[src/rtl/core/grc_pkg.sv]
`timescale 1ns / 1ps

package grc_pkg;

    localparam int MAP_BITS   = 6;
    localparam int MAP_SIZE   = 1 << MAP_BITS;
    localparam int FRAC_BITS  = 16;
    localparam int MAX_STEPS  = 2 * MAP_SIZE;
    localparam int STEP_BITS  = $clog2(MAX_STEPS);

    // shared unit operand widths
    localparam int DIV_W  = 42;
    localparam int MUL_AW = 42;
    localparam int MUL_BW = 24;
    localparam int MUL_PW = MUL_AW + MUL_BW;

    localparam int CFG_IDX_W  = 3;
    localparam int CFG_DATA_W = 22;

    localparam logic [CFG_IDX_W-1:0] REG_PLAYER_X = 3'd0;
    localparam logic [CFG_IDX_W-1:0] REG_PLAYER_Y = 3'd1;
    localparam logic [CFG_IDX_W-1:0] REG_DIR_X    = 3'd2;
    localparam logic [CFG_IDX_W-1:0] REG_DIR_Y    = 3'd3;
    localparam logic [CFG_IDX_W-1:0] REG_PLANE_X  = 3'd4;
    localparam logic [CFG_IDX_W-1:0] REG_PLANE_Y  = 3'd5;

    localparam logic CMD_WRITE_CELL = 1'b0;
    localparam logic CMD_CAST       = 1'b1;

    localparam logic [1:0] FACE_EAST  = 2'd0;
    localparam logic [1:0] FACE_WEST  = 2'd1;
    localparam logic [1:0] FACE_NORTH = 2'd2;
    localparam logic [1:0] FACE_SOUTH = 2'd3;

endpackage

[src/rtl/core/grc_div.sv]
`timescale 1ns / 1ps

module grc_div (
    input  logic                       clk,
    input  logic                       rst_n,
    input  logic                       start,
    input  logic [grc_pkg::DIV_W-1:0]  num,
    input  logic [grc_pkg::DIV_W-1:0]  den,
    output logic                       done,
    output logic [grc_pkg::DIV_W-1:0]  quot
);
    import grc_pkg::*;

    localparam int CNT_W = $clog2(DIV_W + 1);

    logic             run_reg;
    logic             done_reg;
    logic [CNT_W-1:0] cnt_reg;
    logic [DIV_W-1:0] rem_reg;
    logic [DIV_W-1:0] quo_reg;
    logic [DIV_W-1:0] den_reg;
    logic [DIV_W:0]   rem_sh;
    logic             fits;

    // restoring division, one quotient bit per cycle
    assign rem_sh = {rem_reg, quo_reg[DIV_W-1]};
    assign fits   = rem_sh >= {1'b0, den_reg};

    always_ff @(posedge clk or negedge rst_n)
    begin
        if (!rst_n)
        begin
            run_reg  <= 1'b0;
            done_reg <= 1'b0;
            cnt_reg  <= '0;
        end
        else
        begin
            done_reg <= 1'b0;
            if (start)
            begin
                run_reg <= 1'b1;
                cnt_reg <= '0;
            end
            else if (run_reg)
            begin
                cnt_reg <= cnt_reg + 1'b1;
                if (cnt_reg == CNT_W'(DIV_W - 1))
                begin
                    run_reg  <= 1'b0;
                    done_reg <= 1'b1;
                end
            end
        end
    end

    always_ff @(posedge clk)
    begin
        if (start)
        begin
            rem_reg <= '0;
            quo_reg <= num;
            den_reg <= den;
        end
        else if (run_reg)
        begin
            rem_reg <= fits ? DIV_W'(rem_sh - {1'b0, den_reg}) : rem_sh[DIV_W-1:0];
            quo_reg <= {quo_reg[DIV_W-2:0], fits};
        end
    end

    assign done = done_reg;
    assign quot = quo_reg;

endmodule

[config.mk]
export PLATFORM = sky130hd
export DESIGN_NAME = grc_div
export DESIGN_NICKNAME = d
export VERILOG_FILES = /design/src/rtl/core/grc_pkg.sv /design/src/rtl/core/grc_div.sv
export SDC_FILE = /design/constraint.sdc
export NUM_CORES = 1
export LEC_CHECK = 0
export ABC_CLOCK_PERIOD_IN_PS = 2500
export BUFFER_PORTS_ARGS = -buffer_cell sky130_fd_sc_hd__buf_4
export CORE_ASPECT_RATIO = 0.5
export CORE_UTILIZATION = 52
export CTS_CLUSTER_DIAMETER = 30
export DETAILED_ROUTE_END_ITERATION = 12
export PLACE_DENSITY = 0.8
export SETUP_SLACK_MARGIN = 0.2
export SLEW_MARGIN = 20
export SYNTH_ARGS = -nofsm -noshare
export SYNTH_HDL_FRONTEND = slang
export SYNTH_SLANG_ARGS = --single-unit
export TNS_END_PERCENT = 20
[constraint.sdc]
create_clock -name clk -period 2.5 [get_ports clk]
set_input_delay 0.125 -clock clk [delete_from_list [all_inputs] [get_ports clk]]
set_output_delay 0.125 -clock clk [all_outputs]
set_load 0.05 [all_outputs]
==> results by group <==
Floorplanning
  • Die area: approximately 16000 um2
  • Die Wd: roughly 180 um
  • Core area: about 15000 um2
  • Initial Utilization: 0.546
  • Num ports: 130
  • Die Ht: 90.3 um
  • # rows: 31

Setup path
  • Worst Path Max Fanout: 8
  • CP Data Required Time: 2850 ps
  • Crit Reg-Reg Startpoint: rem_reg[38]
  • Setup crit start kind: flip-flop
  • Setup slack, reg-to-reg: -550 ps
  • Crit path DAT: approximately 3400 ps
  • Reg2reg path depth: 11
  • Reg-to-reg endpoint: rem_reg[3]
  • CP Class: reg2reg
  • Worst Setup End Kind: flip-flop

STA
  • FMAX: between 0.3 and 0.4 GHz
  • Slew headroom: 0.576
  • Final worst slack: -554 ps
  • Slew @ Worst Pin: ~630 ps
  • Setup TNS: -18570 ps
  • Final Setup Violations: 43
  • RSZ-0062 raised after global routing: yes
  • Hold WS: -2.46 ps
  • Clk_skew: approximately 17 ps
  • Final Hold Viols: 2
  • Tcrit/Tclk final: 1.22
  • Final min period: around 3100 ps
  • Fin. max-slew vios: 0

CTS
  • Root Buffer: clkbuf_16
  • CTS buffer count: 17
  • Clock transition at path regs: approximately 70 ps
  • Clk buf depth: 2
  • Clock Latency Late Sink: about 440 ps
  • Clk sinks: 134
  • CTS tree: done
  • H-Tree Depth: 4

Place
  • DP Cell Count: around 1300
  • Setup Slack @ Placement: -427 ps
  • Placed inst area: 10600 um2
  • Routability Congestion: approximately 0.94
  • Port Buffer Count: ~130
  • Post-DP HPWL: between 15000 and 20000 um

Power and ir drop
  • Leakage: around 5.5 nW
  • Seq pwr share: 0.395
  • VDD IR max: about 0.00055 V
  • Net Switching: slightly below 2 mW
  • Clock share of power: 0.399
  • Pwr Density: slightly above 500 nW/um2
  • Internal: 4.61 mW
  • Total power: 6.54 mW
  • Logic gate share of total power: 0.206
  • Net Sw Frac: 0.295

Logic synthesis
  • Post-synthesis cell area: 8110 um2
  • Ys async rst share: 0.0597
  • Register area share after synthesis: 0.439
  • Commonest register cell after synthesis: edfxtp_1
  • Synth warnings: 0
  • Syn_nets: around 940
  • Post-synth EDFFs: 84
  • Syn avg cell area: 10.0 um2
  • Cell count after synthesis: approximately 810
  • Yosys reg bits: between 100 and 150
  • Count of cell types in the netlist: 73

Worst hold path
  • Worst Hold End: quot[8]
  • Worst hold stages: 2
  • Hold_sp: num[8]
  • Hold Path Class: in2reg

Layout
  • Area Growth Syn to Fin: 57.6%
  • Post-Layout Cell Count: about 1400
  • Fillers: 625
  • Layout Nets: around 1300
  • Most frequent cells in the layout: buf_4 (321), nand2_1 (85), edfxtp_1 (84)
  • Commonest non-fill, non-tap cell in the layout: buf_4
  • Final Cell Area: about 13000 um2
  • Share of layout cells above drive strength 1: 0.451
  • Final core utilization: 0.861

Detailed routing
  • DR iter-0 viols: between 1000 and 1500
  • DRT Wirelength: 31800 um
  • Detailed-route wire length per cell: 22.7 um
  • DRT antenna net count: 0
  • Vias: roughly 8900
  • First-pass DRT Iterations: 8
  • Vias/cell: 6.37
  • Post-route DRC: 0

GRT
  • Global-route wire length before repair: about 46000 um
  • Pin count of the biggest net entering global routing: 59
  • Initial antenna violation count: 1
  • Total GRT Usage: 0.372
  • GRT Residual Overflow: 0
  • Vias in the first global route: 8890

Run
  • Max-cap violations: 0

Status
  • Failing checks: negative hold slack, negative setup slack
  • Status: finished, violations left
[Yosys cell counts (all sizes together), types with 10 or more instances]
| library cell | n | area (um2) |
|---|---|---|
| clkbuf | 23 | 87.6 |
| nand3 | 15 | 75.1 |
| nor2 | 66 | 250 |
| xor2 | 15 | 131 |
| ha | 44 | 551 |
| o21ai | 33 | 169 |
| dfxtp | 42 | 841 |
| nand2 | 96 | 360 |
| mux2 | 42 | 473 |
| xnor2 | 19 | 166 |
| a21oi | 44 | 231 |
| a311oi | 36 | 422 |
| nand4 | 15 | 93.8 |
| buf | 20 | 133 |
| a21o | 22 | 165 |
| nor3 | 10 | 50.1 |
| inv | 53 | 199 |
| edfxtp | 84 | 2520 |
[worst max-delay path by stage]
stage	startpoint	cells after the start	slack (ps)	endpoint
6_report	rem_reg[38]	11	-550	rem_reg[3]
5_1_grt	den_reg[37]	14	-730	rem_reg[39]
4_1_cts	den_reg[1]	14	-290	rem_reg[25]
3_5_place_dp	den_reg[14]	13	-430	rem_reg[29]
3_3_place_gp	den_reg[14]	11	-340	rem_reg[38]
2_1_floorplan	quot[41]	11	-370	rem_reg[38]
[repair_timing]
action	4_1_cts	5_1_grt
hold endpoints to repair	68	5
hold buffers	61	5
buffers inserted	23	8
pin swaps	30	22
cloned	1	0
endpoints found under the setup margin	43	43
gates resized for setup	88	46
[kinds of logic after synthesis]
| family | count (synthesis) | share of synthesized area |
|---|---|---|
| and+or+nand+nor | 253 | 0.147 |
| AOI/OAI and AO/OA | 198 | 0.190 |
| DFF | 134 | 0.439 |
| buffers and inverters | 96 | 0.0517 |
| muxes | 47 | 0.0645 |
| adders and majority gates | 45 | 0.0704 |
| xor gates and xnor gates | 34 | 0.0367 |
[cell type report]
| type | count | area, um2 | share of cell area |
|---|---|---|---|
| diodes | 1 | 2.50 | 0.000196 |
| clock buffers | 18 | 439 | 0.0344 |
| clock inverters | 14 | 148 | 0.0115 |
| inverters | 53 | 199 | 0.0156 |
| multi-input cells | 577 | 4800 | 0.375 |
| flip-flops and latches | 134 | 3570 | 0.279 |
| well taps | 198 | 248 | 0.0194 |
| repair buffers | 407 | 3380 | 0.265 |
[power groups by stage]
stage                     registers, mW  clock network [mW]  logic [mW]
after floorplan                    2.85                   0       0.377
after global placement             2.60                   0        1.05
after detailed placement           2.62                   0        1.07
after CTS                          2.57                2.57        1.23
after global routing               2.59                2.68        1.41
final                              2.59                2.61        1.35
[per-layer routing]
layer  track usage  routed length, um  vias up
met1         0.422              11400     4152
met2         0.617              14500      745
met4         0.237               2320        0
li1              -                  -     3757
met5             0                  0        -
met3         0.108               3570      271
[worst max-delay path, cell delays in order, from the launching register on]
cell and delay (ps):
dfxtp_1 370, ha_4 290, nand4_1 260, and4bb_2 460, nand2_4 80, o21ai_4 260, a21oi_4 60, or2_4 290
buf_12 130, buf_16 140, or3_4 330, a311oi_2 270
Power figures use the tool's default switching activity.
