## config.mk

```make
export PLATFORM = sky130hd
export DESIGN_NAME = grc_mul
export DESIGN_NICKNAME = d
export VERILOG_FILES = /design/src/rtl/core/grc_pkg.sv /design/src/rtl/core/grc_mul.sv
export SDC_FILE = /design/constraint.sdc
export NUM_CORES = 1
export LEC_CHECK = 0
export ABC_AREA = 0
export BUFFER_PORTS_ARGS = -buffer_cell sky130_fd_sc_hd__buf_4
export CAP_MARGIN = 40
export CORE_MARGIN = 2
export CORE_UTILIZATION = 30
export CTS_CLUSTER_SIZE = 14
export DETAILED_ROUTE_END_ITERATION = 12
export SETUP_SLACK_MARGIN = 0.5
export SLEW_MARGIN = 5
export SYNTH_ARGS = -nofsm -noshare
export SYNTH_HDL_FRONTEND = slang
export SYNTH_SLANG_ARGS = --single-unit
```

## constraint.sdc

```tcl
create_clock -name clk -period 2.7 [get_ports clk]
set_input_delay 0.135 -clock clk [delete_from_list [all_inputs] [get_ports clk]]
set_output_delay 0.135 -clock clk [all_outputs]
set_load 0.005 [all_outputs]
```

## src/rtl/core/grc_pkg.sv

```systemverilog
`timescale 1ns / 1ps

package grc_pkg;

    localparam int MAP_BITS   = 6;
    localparam int MAP_SIZE   = 1 << MAP_BITS;
    localparam int FRAC_BITS  = 16;
    localparam int MAX_STEPS  = 2 * MAP_SIZE;
    localparam int STEP_BITS  = $clog2(MAX_STEPS);

    // shared unit operand widths
    localparam int DIV_W  = 42;
    localparam int MUL_AW = 42;
    localparam int MUL_BW = 24;
    localparam int MUL_PW = MUL_AW + MUL_BW;

    localparam int CFG_IDX_W  = 3;
    localparam int CFG_DATA_W = 22;

    localparam logic [CFG_IDX_W-1:0] REG_PLAYER_X = 3'd0;
    localparam logic [CFG_IDX_W-1:0] REG_PLAYER_Y = 3'd1;
    localparam logic [CFG_IDX_W-1:0] REG_DIR_X    = 3'd2;
    localparam logic [CFG_IDX_W-1:0] REG_DIR_Y    = 3'd3;
    localparam logic [CFG_IDX_W-1:0] REG_PLANE_X  = 3'd4;
    localparam logic [CFG_IDX_W-1:0] REG_PLANE_Y  = 3'd5;

    localparam logic CMD_WRITE_CELL = 1'b0;
    localparam logic CMD_CAST       = 1'b1;

    localparam logic [1:0] FACE_EAST  = 2'd0;
    localparam logic [1:0] FACE_WEST  = 2'd1;
    localparam logic [1:0] FACE_NORTH = 2'd2;
    localparam logic [1:0] FACE_SOUTH = 2'd3;

endpackage

```

## src/rtl/core/grc_mul.sv

```systemverilog
`timescale 1ns / 1ps

module grc_mul (
    input  logic                        clk,
    input  logic                        rst_n,
    input  logic                        start,
    input  logic [grc_pkg::MUL_AW-1:0]  a,
    input  logic [grc_pkg::MUL_BW-1:0]  b,
    output logic                        done,
    output logic [grc_pkg::MUL_PW-1:0]  prod
);
    import grc_pkg::*;

    localparam int CNT_W = $clog2(MUL_BW + 1);

    logic             run_reg;
    logic             done_reg;
    logic [CNT_W-1:0] cnt_reg;
    logic [MUL_PW-1:0] a_reg;
    logic [MUL_BW-1:0] b_reg;
    logic [MUL_PW-1:0] acc_reg;

    // shift and add, one multiplier bit per cycle
    always_ff @(posedge clk or negedge rst_n)
    begin
        if (!rst_n)
        begin
            run_reg  <= 1'b0;
            done_reg <= 1'b0;
            cnt_reg  <= '0;
        end
        else
        begin
            done_reg <= 1'b0;
            if (start)
            begin
                run_reg <= 1'b1;
                cnt_reg <= '0;
            end
            else if (run_reg)
            begin
                cnt_reg <= cnt_reg + 1'b1;
                if (cnt_reg == CNT_W'(MUL_BW - 1))
                begin
                    run_reg  <= 1'b0;
                    done_reg <= 1'b1;
                end
            end
        end
    end

    always_ff @(posedge clk)
    begin
        if (start)
        begin
            a_reg   <= MUL_PW'(a);
            b_reg   <= b;
            acc_reg <= '0;
        end
        else if (run_reg)
        begin
            if (b_reg[0])
            begin
                acc_reg <= acc_reg + a_reg;
            end
            a_reg <= {a_reg[MUL_PW-2:0], 1'b0};
            b_reg <= {1'b0, b_reg[MUL_BW-1:1]};
        end
    end

    assign done = done_reg;
    assign prod = acc_reg;

endmodule

```

==> run summary <==
The worst IR drop on VDD is 498 uV. By startpoint and endpoint, the worst setup path is classified as flip-flop to flip-flop. The final routed wirelength across all metal layers is 32.0 mm. STA classifies the critical path startpoint as a flip-flop. At the worst endpoint, the arrival time is 3.32 ns. For this configuration, the core starts out at a cell density of 0.304. The async set-reset flop share out of synthesis came out at 0.0429. The number of clock buffers added by TritonCTS is 17. The share of final-layout standard cells stronger than drive strength 1 is 0.434. The worst hold path belongs to the class input pin to flip-flop. In the post-synthesis netlist, the biggest area contributors are edfxtp_1, dfxtp_1, ha_1. The cell area after technology mapping is 0.0102 mm2. The number of global-route vias before repair is 10000. The number of pins with negative max-slew slack in the final report came out at 0.

The number of routed nets with antenna violations is 0. The number of diodes added for antenna fixing is 0. The total half-perimeter wirelength after legalization and detailed placement came out at 23.1 mm. The count of maximum capacitance violations came out at 0. The power per unit of standard cell area came out at 638 mW/mm2. The number of nets in the synthesized netlist is 1263. The most used flip-flop cell after synthesis is dfxtp_1. The starting DRC count in detailed routing is 475. The clock reaches the later pin of the worst-skew pair after 0.45 ns.

The worst hold margin came out at 0.0163 ns. The worst setup path is captured at a flip-flop. The width of the die came out at 188 um.

The total number of clock tree sinks came out at 163. The remaining design rule violation count came out at 0. The worst path in the final design needs a cycle of 2.99 ns, including I/O delays and setup. The first TritonRoute pass finished after 5 iterations. The worst slew margin relative to its limit came out at 0.602. The floorplan step defined a core boundary enclosing 0.0335 mm2. After filler insertion, the fill cell instance count of the layout stands at 3140. The tree is rooted in a clkbuf_16. The global-route usage over all layers came out at 0.181. Port buffering added 135 buffers. The sequential area share after synthesis came out at 0.388. The final RePlAce weighted congestion is 0.878. The final reports fail on negative setup slack. Along the worst path, the maximum fanout reaches 7.

The number of flip-flops and latches in the synthesized netlist is 163. The synthesis warning total came out at 0. The worst setup slack before clock tree synthesis is -0.400 ns. The vias per cell came out at 4.92.

The top-area cell type share of the netlist area came out at 0.194. The die outline area is 0.0355 mm2. Setup repair after global routing could not meet its margin everywhere. The global route total overflow came out at 0. The vertical die dimension came out at 188 um. The total number of vias came out at 9816. The synthesized area per cell came out at 9.05 um2. For this design the static power due to leakage is 6.96 nW.

The run finished, with violations left. The floorplan row count came out at 67. The peak clock frequency supported by timing came out at 335 MHz.

The transition time of the tightest slew-check pin came out at 0.597 ns. The H-tree depth reported by CTS came out at 4. The largest net degree at the start of global routing came out at 92. The layout overhead on the synthesized area came out at 56.9%.

The number of cells in the finished layout apart from fillers is 1997. The most common cell in the netlist is nand2_1. The synthesized netlist cell count is 1127. The final layout net count is 1672. Sorting the synthesized cells by how often they occur yields nand2_1, a21oi_1, dfxtp_1.

The I/O pin total is 136. The period utilization came out at 1.11. Once placement completed, the tool counted placed cells totaling 1866.

The final setup violation count is 31. The global-route wire length before repair is 51.8 mm. Dividing the detail-routed wire length by the instance count gives 16.0 um. The final hold violation count came out at 0.

Once routing completed, OpenROAD measured the worst setup slack at -0.289 ns. The most area-hungry cell type in the Yosys netlist is edfxtp_1. The maximum number of buffers from clock root to sink came out at 2. The number of antenna violations at the first check in global routing came out at 0.

The register clock-pin slew on the reported worst setup and hold paths is 0.07 ns. The number of unique standard cell types used by synthesis came out at 77. The worst clock skew came out at 0.0141 ns.

The TritonCTS clock tree is built. Counting flops with a built-in enable in the synthesized netlist gives 66. Data on the critical path is required at its endpoint by 3.04 ns.
-- timing repair --
item                                    CTS  global route
endpoints found under the hold margin    73             0
hold buffers                             64             0
pin swaps                                61            42
endpoints found under the setup margin   55            57
gates resized for setup                 121            74
setup buffers                            20            15
-- per-stage QoR --
stage                     TNS, ns  cell area [um2]  power [W]   util
after floorplan            -0.447            10500    0.00513      -
after global placement      -6.19            13500    0.00692  0.402
after detailed placement    -7.68            13500    0.00695  0.402
after CTS                   -4.06            15500    0.00997  0.464
after global routing        -9.41            16000     0.0108  0.477
final                       -4.81            16000     0.0102  0.477
-- power breakdown --
group / internal (W) / switching [W]
Sequential: 0.00284 / 0.000211
Combinational: 0.00257 / 0.00224
Clock: 0.00134 / 0.00101
-- cells in the final DEF (no fill, tap or decap), types with 5 or more instances in the layout --
cell / n
ha_4: 23
o21bai_1: 19
nand4_1: 22
inv_1: 27
o21ai_1: 11
dfrtp_1: 7
nor3_1: 18
ha_1: 39
dlygate4sd3_1: 64
nand2_1: 155
o21ai_0: 20
mux2_2: 63
and3_1: 5
a21oi_4: 6
clkbuf_16: 19
nand3_1: 19
nand2_2: 6
xor2_1: 12
edfxtp_1: 66
nor2_1: 68
dfxtp_1: 89
buf_6: 21
a21oi_1: 90
a31oi_1: 7
o21ai_2: 13
xnor2_1: 24
buf_4: 369
and2_1: 5
xnor2_2: 9
a21oi_2: 39
a21o_1: 16
mux2i_1: 28
or3_1: 10
o21a_1: 11
-- cell families after synthesis --
kind of cell,synth area share
DFF,0.388
adders and majority gates,0.0830
buffers and inverters,0.0372
and+or+nand+nor,0.160
muxes,0.0982
AOI/OAI and AO/OA,0.190
xor gates and xnor gates,0.0430
-- worst paths after layout --
kind                                           to  slack (ns)                   from  cells after the start
min reg2reg                 prod[57]$_SDFFE_PP0P_        0.49  prod[57]$_SDFFE_PP0P_                      2
max reg2reg                 prod[59]$_SDFFE_PP0P_       -0.29    a_reg[18]$_DFFE_PP_                     11
max                         prod[59]$_SDFFE_PP0P_       -0.29    a_reg[18]$_DFFE_PP_                     11
min                           b_reg[15]$_DFFE_PP_        0.02                  b[15]                      2
max in group asynchronous  cnt_reg[3]$_DFFE_PN0P_        2.53                  rst_n                      2
min in group asynchronous          done$_DFF_PN0_        0.04                  rst_n                      2
-- critical path, cell delays in order (launching register included) --
cell	delay (ns)
edfxtp_1	0.43
ha_4	0.31
a21oi_4	0.16
o21ai_2	0.09
a311o_1	0.29
a221oi_2	0.32
o41ai_4	0.15
a211o_1	0.32
a31o_4	0.27
a21boi_4	0.21
o21ai_2	0.07
a211o_1	0.26
-- metal layers --
layer  up-vias  track usage  share of wire
li1       4909            -              -
met1      4691        0.236           0.46
met5         -            0              0
met4         0       0.0670          0.026
met3        37       0.0326          0.036
met2       179        0.299           0.47
-- final cells by class --
cell class,instances,area (um2),share of cell area
flip-flops and latches,163,3960,0.248
clock buffers,25,522,0.0326
well taps,448,561,0.0350
clock inverters,7,45.0,0.00282
multi-input cells,869,7100,0.444
inverters,28,105,0.00657
repair buffers,457,3710,0.232
Power figures use the tool's default switching activity.
